$ cat config.mk
export PLATFORM = sky130hd
export DESIGN_NAME = slcan_command_parser_core
export DESIGN_NICKNAME = d
export VERILOG_FILES = /design/src/hw/rtl/slcan_pkg.sv /design/src/hw/rtl/slcan_command_parser_core.sv
export SDC_FILE = /design/constraint.sdc
export NUM_CORES = 1
export LEC_CHECK = 0
export BUFFER_PORTS_ARGS = -buffer_cell sky130_fd_sc_hd__buf_2
export CAP_MARGIN = 0
export CORE_MARGIN = 10
export CORE_UTILIZATION = 50
export DETAILED_ROUTE_END_ITERATION = 6
export PLACE_DENSITY = 0.71
export REMOVE_ABC_BUFFERS = 1
export SKIP_CTS_REPAIR_TIMING = 1
export SLEW_MARGIN = 20
export SYNTH_ARGS = -nofsm -noshare
export SYNTH_HDL_FRONTEND = slang
export SYNTH_SLANG_ARGS = --single-unit
$ cat constraint.sdc
create_clock -name clk -period 11.1 [get_ports clk]
set_input_delay 2.22 -clock clk [delete_from_list [all_inputs] [get_ports clk]]
set_output_delay 2.22 -clock clk [all_outputs]
set_load 0.01 [all_outputs]
$ cat src/hw/rtl/slcan_pkg.sv
// Package for the SLCAN command parser: result type, character and command codes,
// hex decode and bitrate table. No dependencies.
package slcan_pkg;

  localparam int MAX_LINE = 32;
  localparam int POS_W    = 6;

  localparam logic [7:0] CH_CR     = 8'h0D;
  localparam logic [7:0] CH_OPEN   = 8'h4F; // O
  localparam logic [7:0] CH_CLOSE  = 8'h43; // C
  localparam logic [7:0] CH_LISTEN = 8'h4C; // L
  localparam logic [7:0] CH_SELF   = 8'h59; // Y
  localparam logic [7:0] CH_SETBR  = 8'h53; // S
  localparam logic [7:0] CH_STD    = 8'h74; // t
  localparam logic [7:0] CH_STDRTR = 8'h72; // r
  localparam logic [7:0] CH_EXT    = 8'h54; // T
  localparam logic [7:0] CH_EXTRTR = 8'h52; // R
  localparam logic [7:0] CH_ZERO   = 8'h30;
  localparam logic [7:0] CH_EIGHT  = 8'h38;
  localparam logic [7:0] CH_NINE   = 8'h39;

  localparam logic [2:0] KIND_OPEN    = 3'd0;
  localparam logic [2:0] KIND_CLOSE   = 3'd1;
  localparam logic [2:0] KIND_LISTEN  = 3'd2;
  localparam logic [2:0] KIND_SELF    = 3'd3;
  localparam logic [2:0] KIND_BITRATE = 3'd4;
  localparam logic [2:0] KIND_FRAME   = 3'd5;

  localparam logic [7:0]  CODE_DECIMAL = 8'hFF;
  localparam logic [31:0] STD_ID_MAX   = 32'h0000_07FF;

  typedef struct packed {
    logic        error;
    logic [2:0]  cmd_kind;
    logic [7:0]  rate_sel;
    logic [31:0] rate_value;
    logic [31:0] frame_id;
    logic        extended;
    logic        remote;
    logic [3:0]  frame_len;
    logic [63:0] payload;
  } res_t;

  // 0..15 for a hex digit in either case, 16 otherwise
  function automatic logic [4:0] hex_val(input logic [7:0] c);
    logic [4:0] v;
    v = 5'd16;
    if (c >= 8'h30 && c <= 8'h39) v = 5'(c - 8'h30);
    else if (c >= 8'h41 && c <= 8'h46) v = 5'(c - 8'h37);
    else if (c >= 8'h61 && c <= 8'h66) v = 5'(c - 8'h57);
    return v;
  endfunction

  function automatic logic [31:0] rate_bps(input logic [3:0] idx);
    logic [31:0] r;
    case (idx)
      4'd0:    r = 32'd10000;
      4'd1:    r = 32'd20000;
      4'd2:    r = 32'd50000;
      4'd3:    r = 32'd100000;
      4'd4:    r = 32'd125000;
      4'd5:    r = 32'd250000;
      4'd6:    r = 32'd500000;
      4'd7:    r = 32'd800000;
      4'd8:    r = 32'd1000000;
      default: r = 32'd0;
    endcase
    return r;
  endfunction

endpackage

$ cat src/hw/rtl/slcan_command_parser_core.sv
// SLCAN ASCII command parser, top level.
// Depends on slcan_pkg.
//
// Usage: one ASCII character per request on the in_ channel (in_valid/in_ready,
// in_char_in). A carriage return ends a command line and yields exactly one result
// on the out_ channel; all other characters yield none. Recognized lines: O, C, L,
// Y, S<n> / S<decimal>, and frames t/T/r/R with hex id, DLC and data digits.
// Malformed lines report out_error with every other field zero.
// Throughput: one character per cycle while in_ready is high, including back-to-back CRs.
// Result path: the per-line parse state updates in the accepting cycle; the
// result goes into the output register, or into the skid register behind it
// when the output register is full and not being drained.
// Stall: while out_ready is low the result holds; characters keep being taken
// until a second result is pending in the skid register, then in_ready drops
// until the output drains.
// Reset (rst_n low, synchronous): parse state cleared, both result registers
// emptied, in_ready high afterwards.
module slcan_command_parser_core (
  input  logic        clk,
  input  logic        rst_n,
  input  logic        in_valid,
  output logic        in_ready,
  input  logic [7:0]  in_char_in,
  output logic        out_valid,
  input  logic        out_ready,
  output logic        out_error,
  output logic [2:0]  out_cmd_kind,
  output logic [7:0]  out_rate_sel,
  output logic [31:0] out_rate_value,
  output logic [31:0] out_frame_id,
  output logic        out_extended,
  output logic        out_remote,
  output logic [3:0]  out_frame_len,
  output logic [63:0] out_payload
);

  localparam int PW = slcan_pkg::POS_W;

  logic [PW-1:0] pos_r, pos_nxt;
  logic [7:0]    lead_r, lead_nxt;
  logic [7:0]    sec_r, sec_nxt;
  logic          bad_r, bad_nxt;
  logic [31:0]   id_r, id_nxt;
  logic [3:0]    len_r, len_nxt;
  logic [63:0]   data_r, data_nxt;
  logic [31:0]   dec_r, dec_nxt;

  slcan_pkg::res_t out_r, out_nxt, skd_r, skd_nxt, cr_res, ok_res;
  logic out_vld_r, out_vld_nxt, skd_vld_r, skd_vld_nxt;

  logic          acc, is_cr, push, pop;
  logic [4:0]    hv;
  logic [PW-1:0] q;
  logic          ok_k, ok_base;
  logic [PW-1:0] len2;

  assign in_ready = !skd_vld_r;
  assign acc      = in_valid && in_ready;
  assign is_cr    = (in_char_in == slcan_pkg::CH_CR);
  assign push     = acc && is_cr;
  assign pop      = out_vld_r && out_ready;
  assign hv       = slcan_pkg::hex_val(in_char_in);
  assign len2     = {1'b0, len_r, 1'b0};

  // per-character parse
  always_comb begin
    pos_nxt  = pos_r;
    lead_nxt = lead_r;
    sec_nxt  = sec_r;
    bad_nxt  = bad_r;
    id_nxt   = id_r;
    len_nxt  = len_r;
    data_nxt = data_r;
    dec_nxt  = dec_r;
    q        = '0;
    if (acc) begin
      if (is_cr) begin
        pos_nxt  = '0;
        lead_nxt = '0;
        sec_nxt  = '0;
        bad_nxt  = 1'b0;
        id_nxt   = '0;
        len_nxt  = '0;
        data_nxt = '0;
        dec_nxt  = '0;
      end else begin
        if (pos_r != {PW{1'b1}}) pos_nxt = pos_r + PW'(1);
        if (pos_r == '0) begin
          lead_nxt = in_char_in;
        end else begin
          if (pos_r == PW'(1)) sec_nxt = in_char_in;
          case (lead_r)
            slcan_pkg::CH_SETBR: begin
              if (in_char_in >= slcan_pkg::CH_ZERO && in_char_in <= slcan_pkg::CH_NINE)
                dec_nxt = (dec_r << 3) + (dec_r << 1) + {28'd0, in_char_in[3:0]};
              else
                bad_nxt = 1'b1;
            end
            slcan_pkg::CH_STD, slcan_pkg::CH_STDRTR,
            slcan_pkg::CH_EXT, slcan_pkg::CH_EXTRTR: begin
              // id digits, then DLC, then data nibbles (high nibble first)
              if ((lead_r == slcan_pkg::CH_STD || lead_r == slcan_pkg::CH_STDRTR)
                  ? (pos_r <= PW'(3)) : (pos_r <= PW'(8))) begin
                if (hv[4]) bad_nxt = 1'b1;
                else id_nxt = {id_r[27:0], hv[3:0]};
              end else if ((lead_r == slcan_pkg::CH_STD || lead_r == slcan_pkg::CH_STDRTR)
                           ? (pos_r == PW'(4)) : (pos_r == PW'(9))) begin
                if (hv > 5'd8) bad_nxt = 1'b1;
                else len_nxt = hv[3:0];
              end else begin
                q = (lead_r == slcan_pkg::CH_STD || lead_r == slcan_pkg::CH_STDRTR)
                    ? pos_r - PW'(5) : pos_r - PW'(10);
                if (hv[4]) bad_nxt = 1'b1;
                else if (q[5:4] == 2'b00)
                  data_nxt[{q[3:1], ~q[0], 2'b00} +: 4] = hv[3:0];
              end
            end
            default: ;
          endcase
        end
      end
    end
  end

  // result for a CR arriving now
  always_comb begin
    ok_res  = '0;
    ok_k    = 1'b1;
    ok_base = !bad_r && (pos_r < PW'(slcan_pkg::MAX_LINE));
    case (lead_r)
      slcan_pkg::CH_OPEN: begin
        ok_res.cmd_kind = slcan_pkg::KIND_OPEN;
        ok_k = (pos_r == PW'(1));
      end
      slcan_pkg::CH_CLOSE: begin
        ok_res.cmd_kind = slcan_pkg::KIND_CLOSE;
        ok_k = (pos_r == PW'(1));
      end
      slcan_pkg::CH_LISTEN: begin
        ok_res.cmd_kind = slcan_pkg::KIND_LISTEN;
        ok_k = (pos_r == PW'(1));
      end
      slcan_pkg::CH_SELF: begin
        ok_res.cmd_kind = slcan_pkg::KIND_SELF;
        ok_k = (pos_r == PW'(1));
      end
      slcan_pkg::CH_SETBR: begin
        ok_res.cmd_kind = slcan_pkg::KIND_BITRATE;
        if (pos_r == PW'(2) && sec_r >= slcan_pkg::CH_ZERO && sec_r <= slcan_pkg::CH_EIGHT)
        begin
          ok_res.rate_sel   = sec_r - slcan_pkg::CH_ZERO;
          ok_res.rate_value = slcan_pkg::rate_bps(sec_r[3:0]);
        end else if (pos_r >= PW'(2)) begin
          ok_res.rate_sel   = slcan_pkg::CODE_DECIMAL;
          ok_res.rate_value = dec_r;
        end else begin
          ok_k = 1'b0;
        end
      end
      slcan_pkg::CH_STD: begin
        ok_k = (pos_r == PW'(5) + len2) && (id_r <= slcan_pkg::STD_ID_MAX);
        ok_res.cmd_kind  = slcan_pkg::KIND_FRAME;
        ok_res.frame_id  = id_r;
        ok_res.frame_len = len_r;
        ok_res.payload   = data_r;
      end
      slcan_pkg::CH_STDRTR: begin
        ok_k = (pos_r == PW'(5)) && (id_r <= slcan_pkg::STD_ID_MAX);
        ok_res.cmd_kind  = slcan_pkg::KIND_FRAME;
        ok_res.frame_id  = id_r;
        ok_res.frame_len = len_r;
        ok_res.remote    = 1'b1;
      end
      slcan_pkg::CH_EXT: begin
        ok_k = (pos_r == PW'(10) + len2);
        ok_res.cmd_kind  = slcan_pkg::KIND_FRAME;
        ok_res.frame_id  = id_r;
        ok_res.frame_len = len_r;
        ok_res.extended  = 1'b1;
        ok_res.payload   = data_r;
      end
      slcan_pkg::CH_EXTRTR: begin
        ok_k = (pos_r == PW'(10));
        ok_res.cmd_kind  = slcan_pkg::KIND_FRAME;
        ok_res.frame_id  = id_r;
        ok_res.frame_len = len_r;
        ok_res.extended  = 1'b1;
        ok_res.remote    = 1'b1;
      end
      default: ok_k = 1'b0;
    endcase
    if (ok_base && ok_k) begin
      cr_res = ok_res;
    end else begin
      cr_res       = '0;
      cr_res.error = 1'b1;
    end
  end

  // output register plus skid register
  always_comb begin
    out_nxt     = out_r;
    skd_nxt     = skd_r;
    out_vld_nxt = out_vld_r;
    skd_vld_nxt = skd_vld_r;
    if (skd_vld_r) begin
      if (pop) begin
        out_nxt     = skd_r;
        skd_vld_nxt = 1'b0;
      end
    end else if (push) begin
      if (!out_vld_r || pop) begin
        out_nxt     = cr_res;
        out_vld_nxt = 1'b1;
      end else begin
        skd_nxt     = cr_res;
        skd_vld_nxt = 1'b1;
      end
    end else if (pop) begin
      out_vld_nxt = 1'b0;
    end
  end

  always_ff @(posedge clk) begin
    if (!rst_n) begin
      pos_r     <= '0;
      lead_r    <= '0;
      sec_r     <= '0;
      bad_r     <= 1'b0;
      id_r      <= '0;
      len_r     <= '0;
      data_r    <= '0;
      dec_r     <= '0;
      out_vld_r <= 1'b0;
      skd_vld_r <= 1'b0;
    end else begin
      pos_r     <= pos_nxt;
      lead_r    <= lead_nxt;
      sec_r     <= sec_nxt;
      bad_r     <= bad_nxt;
      id_r      <= id_nxt;
      len_r     <= len_nxt;
      data_r    <= data_nxt;
      dec_r     <= dec_nxt;
      out_vld_r <= out_vld_nxt;
      skd_vld_r <= skd_vld_nxt;
    end
  end

  always_ff @(posedge clk) begin
    out_r <= out_nxt;
    skd_r <= skd_nxt;
  end

  assign out_valid      = out_vld_r;
  assign out_error      = out_r.error;
  assign out_cmd_kind   = out_r.cmd_kind;
  assign out_rate_sel   = out_r.rate_sel;
  assign out_rate_value = out_r.rate_value;
  assign out_frame_id   = out_r.frame_id;
  assign out_extended   = out_r.extended;
  assign out_remote     = out_r.remote;
  assign out_frame_len  = out_r.frame_len;
  assign out_payload    = out_r.payload;

endmodule

Yosys cells after proc, flatten, opt, wreduce, memory -nomap -nowiden

Memories as Yosys holds them, arrays and structs flattened. A register that Yosys moved wholly into a read port is not among the register bits.
Index checks and enable logic that the tools add are counted.

Shift operators: 2
Add/subtract/negate cells: 12
Muxes and demuxes: 70
Bitwise operators: 3
Equality and inequality tests: 28
$lt $le $gt $ge: 14
Reduce and logical (&&, ||, !) cells: 48

Operators with widths:

| kind                                                                     | count |
|---|---|
| 146-bit 2-to-1 mux                                                       | 5 |
| 64-bit 2-to-1 mux                                                        | 8 |
| 32-bit 2-to-1 mux                                                        | 10 |
| 40-bit 2-to-1 mux                                                        | 3 |
| 8-bit by 7-bit == test with 1-bit output (second input constant)         | 9 |
| 64-bit bitwise mux                                                       | 1 |
| 4-bit by 8-bit variable shift with 64-bit output (first input constant)  | 1 |
| 4-bit by 8-bit variable part select with 64-bit output                   | 1 |
| 8-bit 2-to-1 mux                                                         | 5 |
| 4-bit 2-to-1 mux                                                         | 9 |
| 32-bit adder                                                             | 1 |
| 32-bit by 4-bit adder with 32-bit output                                 | 1 |
| 32-bit by 11-bit <= comparator with 1-bit output (second input constant) | 1 |
| 2-bit nonzero test                                                       | 12 |
| 1-bit 2-to-1 mux                                                         | 20 |
| 6-bit 2-to-1 mux                                                         | 3 |
| 8-bit by 6-bit >= comparator with 1-bit output (second input constant)   | 2 |
| 8-bit by 7-bit >= comparator with 1-bit output (second input constant)   | 2 |
| 8-bit by 6-bit <= comparator with 1-bit output (second input constant)   | 2 |
| 8-bit by 7-bit <= comparator with 1-bit output (second input constant)   | 2 |
| 5-bit 2-to-1 mux                                                         | 3 |
| 3-bit case mux with 5 select lines                                       | 1 |
| 5-bit subtractor (second input constant)                                 | 3 |
| 6-bit by 3-bit == test with 1-bit output (second input constant)         | 2 |
| 39 further kinds                                                         | 70 |

Output and inout bits: 148
Word-level logic and storage cells: 206
Memories: 1
Register bits: 449
Input bits: 12
Memory bits (read-only): 272

Memory list:

| memory           | words | width | rd ports | clocked after memory_dff | wr ports | line            | source |
|---|---|---|---|---|---|---|---|
| (name not given) | 16    | 17    | 1        | 1                        | 0        | slcan_pkg.sv:56 | `case (idx)` |

Depth between registers and ports, before layout

Word-level depth: 14
Mapped depth: 15
Mapped depth without buffers: 12

Worst setup path before layout

Ideal clock, no wire load.

Path type: input to register
Start: input port in_char_in[1]
End: register out_r, in the netlist out_cmd_kind[0] (enable)
Setup time: 0.700 ns
Cell stages on the path: 7
Path slack: -0.060 ns
Data required time: 10.400 ns
Arrival time: 10.459 ns
Buffers on the path: 1
Cells stage by stage: inv_1 -> ha_1 -> nor4bb_1 -> and4_1 -> clkbuf_1 -> a21oi_1 -> a21oi_1

Cells in the longest elaborated chain, start to end: 4

RTL lines:

| what                                     | line                             | source |
|---|---|---|
| start, declared                          | slcan_command_parser_core.sv:23  | `input logic [7:0] in_char_in,` |
| 8-bit by 4-bit == test with 1-bit output | slcan_command_parser_core.sv:59  | `assign is_cr = (in_char_in == slcan_pkg::CH_CR);` |
| 1-bit logical AND                        | slcan_command_parser_core.sv:60  | `assign push = acc && is_cr;` |
| 2-bit nonzero test (no line)             | --                               |  |
| 3-bit AND reduction (no line)            | --                               |  |
| end signal, assigned                     | slcan_command_parser_core.sv:251 | `out_r <= out_nxt;` |
| end, declared                            | slcan_command_parser_core.sv:48  | `slcan_pkg::res_t out_r, out_nxt, skd_r, skd_nxt, cr_res, ok_res;` |

No other way between the ends.
A chain may end at the register's enable or synchronous reset.

Worst setup path after layout

Start: input port in_char_in[1]
End: register out_r, in the netlist out_payload[6] (enable)

The elaborated chain is that of the path after synthesis.

==> flow_metrics.tcl <==
set metrics [dict create \
    status "completed" \
    nFillCells 3425 \
    worstRegToRegCells 10 \
    via_per_inst 5.92 \
    worstReg2RegStart "lead_r[4]" \
    boundaryPins 160 \
    core_mm2 0.0419 \
    synthesis.area_mm2 0.0212 \
    synth_seq_cells 466 \
    layout-drive-gt1-share_pct 15.8 \
    first_iter_violations 1292 \
    drcViolationCount 0 \
    hold-path-cell-count 2 \
    slew_violations 0 \
    vias 15000 \
    m1WireLength_mm 23.5 \
    finish.net_count 2045 \
    highest-signal-layer "met5" \
    utilization_of_the_core_after_routing_pct 57.2 \
    arrival_time_worst_endpoint_ps 5920 \
    met3RoutedLength_mm 3.19 \
    irDropWorstVdd_mv 0.108 \
    worstSkewPairLatency_ps 570 \
    skew_ps 15.9 \
    data_required_time_of_the_worst_path_ps 11290 \
    setup_viol 0 \
    avgSynthCellArea_um2 11.7 \
    multi_input_comb_area_mm2 0.00852 \
    detail_routed_net_length_per_standard_cell_um 20.2 \
    synth-warning-count 0 \
    rsz_0062_raised_after_global_routing "false" \
    finalWorstPathRequiredPeriod_ps 5730 \
    synth.cells.most_frequent "sky130_fd_sc_hd__edfxtp_1 (292), sky130_fd_sc_hd__dfxtp_1 (174), sky130_fd_sc_hd__a22o_1 (143)" \
    cts.clk_slew.worst_paths_ps 60 \
    synth_edf_count 292 \
    timing_worst_slew_pin_value_ps 1010 \
    finalHoldViolations 0 \
    htree_num_levels 2 \
    synth.top_cells.by_area "sky130_fd_sc_hd__edfxtp_1 (41%), sky130_fd_sc_hd__dfxtp_1 (16%), sky130_fd_sc_hd__a22o_1 (5.9%), sky130_fd_sc_hd__ha_1 (4.8%), sky130_fd_sc_hd__and2_1 (3.7%)" \
    clock_sinks 466 \
    vias_in_the_first_global_route 14700 \
    worst_r2r_endpoint "data_r[17]" \
    groute.usage.overall_pct 19.6 \
    slack_of_the_critical_path_ps 5370 \
    yosys.cell_count.top_type "sky130_fd_sc_hd__edfxtp_1" \
    power.density_mw_per_mm2 143 \
    hp-start "bad_r" \
    max_cap_viol_count 0 \
    first_pass_grt_wire_length_mm 80.6 \
    antenna_violations_before_repair 3 \
    cts_made_buffers 46 \
    power.static_leakage_uw 0.00894 \
    routed_wirelength_mm 51.0 \
    postSynth.asyncResetShare_pct 0 \
    gr-total-overflow 0 \
    die_y_extent_um 226 \
    register_area_mm2 0.0123 \
    post_synth_inst_count 1818 \
    yosysUniqueCellTypes 78 \
    buffer_ports.inserted 159 \
    grt_start_max_net_pins 80 \
    slew-limit-headroom_pct 32.5 \
    die_area_mm2 0.0511 \
    cts_root_buf "sky130_fd_sc_hd__clkbuf_16" \
    setup.worst_path.end_class "flop" \
    wl_met2_mm 23.4 \
    final_period_util_pct 51.6 \
    ys_seq_area_share_pct 57.7 \
    globalplace.congestion 0.883 \
    ant_nets 0 \
    cts.path.max_buffers 3 \
    tritoncts "done" \
    setup-tns-final_ps 0 \
    timing_worst_setup_path_type "in -> reg" \
    synth_area_leader_cell "sky130_fd_sc_hd__edfxtp_1" \
    yosysTopAreaCellShare_pct 41.3 \
    drt_pass1_iterations 5 \
    timing.hold.worst_endpoint "bad_r" \
    worst-path-max-fanout 74 \
    timing.hold.worst.class "reg -> reg" \
    area_growth_pct 13.1 \
    dominantRegCellSynth "sky130_fd_sc_hd__edfxtp_1" \
    critPathLaunchType "input port" \
    place.detailed.hpwl_mm 34.6 \
    initial_core_util_pct 50.6 \
    dpl_worst_slack_ps 4670 \
    timing.fmax_ghz 0.174 \
    rrSetupSlack_ps 6800 \
    floorplan.die.width_um 226 \
    rows 75 \
]
flip-flops by register name, summed over array words and instances (netlist names), named ones only:
register	flops
out_valid	1
out_payload	64
out_rate_value	32
bad_r	1
data_r	64
len_r	4
pos_r	6
out_remote	1
skd_r	146
out_frame_len	4
skd_vld_r	1
out_error	1
sec_r	8
out_rate_sel	8
out_cmd_kind	3
out_frame_id	32
id_r	32
lead_r	8
dec_r	32
out_extended	1
cells in the final DEF (no fill, tap or decap), types with 18 or more instances in the layout:
| cell type | instances |
|---|---|
| sky130_fd_sc_hd__a21o_1 | 21 |
| sky130_fd_sc_hd__a21oi_1 | 79 |
| sky130_fd_sc_hd__a22o_1 | 143 |
| sky130_fd_sc_hd__a22oi_1 | 35 |
| sky130_fd_sc_hd__and2_1 | 127 |
| sky130_fd_sc_hd__buf_2 | 159 |
| sky130_fd_sc_hd__buf_4 | 19 |
| sky130_fd_sc_hd__clkbuf_16 | 49 |
| sky130_fd_sc_hd__dfxtp_1 | 173 |
| sky130_fd_sc_hd__edfxtp_1 | 292 |
| sky130_fd_sc_hd__ha_1 | 82 |
| sky130_fd_sc_hd__inv_1 | 35 |
| sky130_fd_sc_hd__mux2_2 | 36 |
| sky130_fd_sc_hd__nand2_1 | 133 |
| sky130_fd_sc_hd__nand3_1 | 63 |
| sky130_fd_sc_hd__nor2_1 | 106 |
| sky130_fd_sc_hd__nor3_1 | 26 |
| sky130_fd_sc_hd__o21ai_0 | 53 |
| sky130_fd_sc_hd__o2bb2ai_1 | 24 |
| sky130_fd_sc_hd__xnor2_1 | 28 |
| sky130_fd_sc_hd__xor2_1 | 18 |
worst max-delay path, stage by stage:
cell and delay (ps):
sky130_fd_sc_hd__buf_2 150, sky130_fd_sc_hd__inv_1 110, sky130_fd_sc_hd__ha_1 190, sky130_fd_sc_hd__nor4bb_1 440
sky130_fd_sc_hd__and4_1 560, sky130_fd_sc_hd__a21oi_1 130, sky130_fd_sc_hd__a21oi_4 590, sky130_fd_sc_hd__buf_4 820
sky130_fd_sc_hd__buf_4 680
area by class of cell:
cell class                 instances  share of cell area [%]
inverter                          37                   0.579
timing repair buffer             179                    3.96
clock inverter                    17                   0.407
antenna                            1                  0.0104
tap                              539                    2.81
multi-input combinational       1219                    35.5
clock buffer                      68                    5.68
sequential                       466                    51.1
stage by stage:
step	hold WS (ps)	cells	cell area, um2	total power [uW]
floorplan	417	1722	20900	1930
global route	507	2526	24000	3540
CTS	474	2525	24000	3460
finish	475	2526	24000	3430
global placement	458	2440	22500	1960
detailed placement	466	2440	22500	1960
report_power, final:
part / internal, uW / leakage (uW) / total, uW / switching [uW]
clock network: 853 / 0.000718 / 1500 / 646
logic: 27.6 / 0.00413 / 96.0 / 68.4
registers: 1820 / 0.00409 / 1830 / 9.01
total: 2710 / 0.00894 / 3430 / 724
cell families (layout without fill, tap and decap cells):
| family | Yosys count | count (layout) | synth area share (%) |
|---|---|---|---|
| XOR/XNOR | 47 | 47 | 1.97 |
| other | 0 | 1 | 0 |
| multiplexers | 47 | 47 | 2.43 |
| buffers and inverters | 133 | 301 | 2.42 |
| AO/OA/AOI/OAI | 482 | 482 | 16.9 |
| adder cells (fa/ha/maj) | 84 | 84 | 5.02 |
| AND/OR/NAND/NOR | 559 | 559 | 13.5 |
| flip-flops | 466 | 466 | 57.7 |
routing by layer:
layer | vias to the layer above | GRT usage (%)
met5 | - | 0
met4 | 4 | 5.11
met3 | 72 | 3.96
met2 | 443 | 31.5
met1 | 7306 | 26.5
li1 | 7127 | -
how the worst max path moves through the flow:
stage / startpoint / end / slack (ps) / cells past startpoint
final: in_char_in[1] / out_payload[6] / 5370 / 9
after floorplan: in_char_in[1] / out_cmd_kind[0] / -30 / 6
after detailed placement: in_char_in[1] / out_frame_id[24] / 4670 / 9
after global routing: in_char_in[1] / out_payload[20] / 5020 / 9
after global placement: in_char_in[1] / out_frame_id[28] / 4910 / 9
after CTS: in_char_in[1] / out_payload[20] / 5260 / 9
No activity file was read; power rests on OpenSTA's default activity.
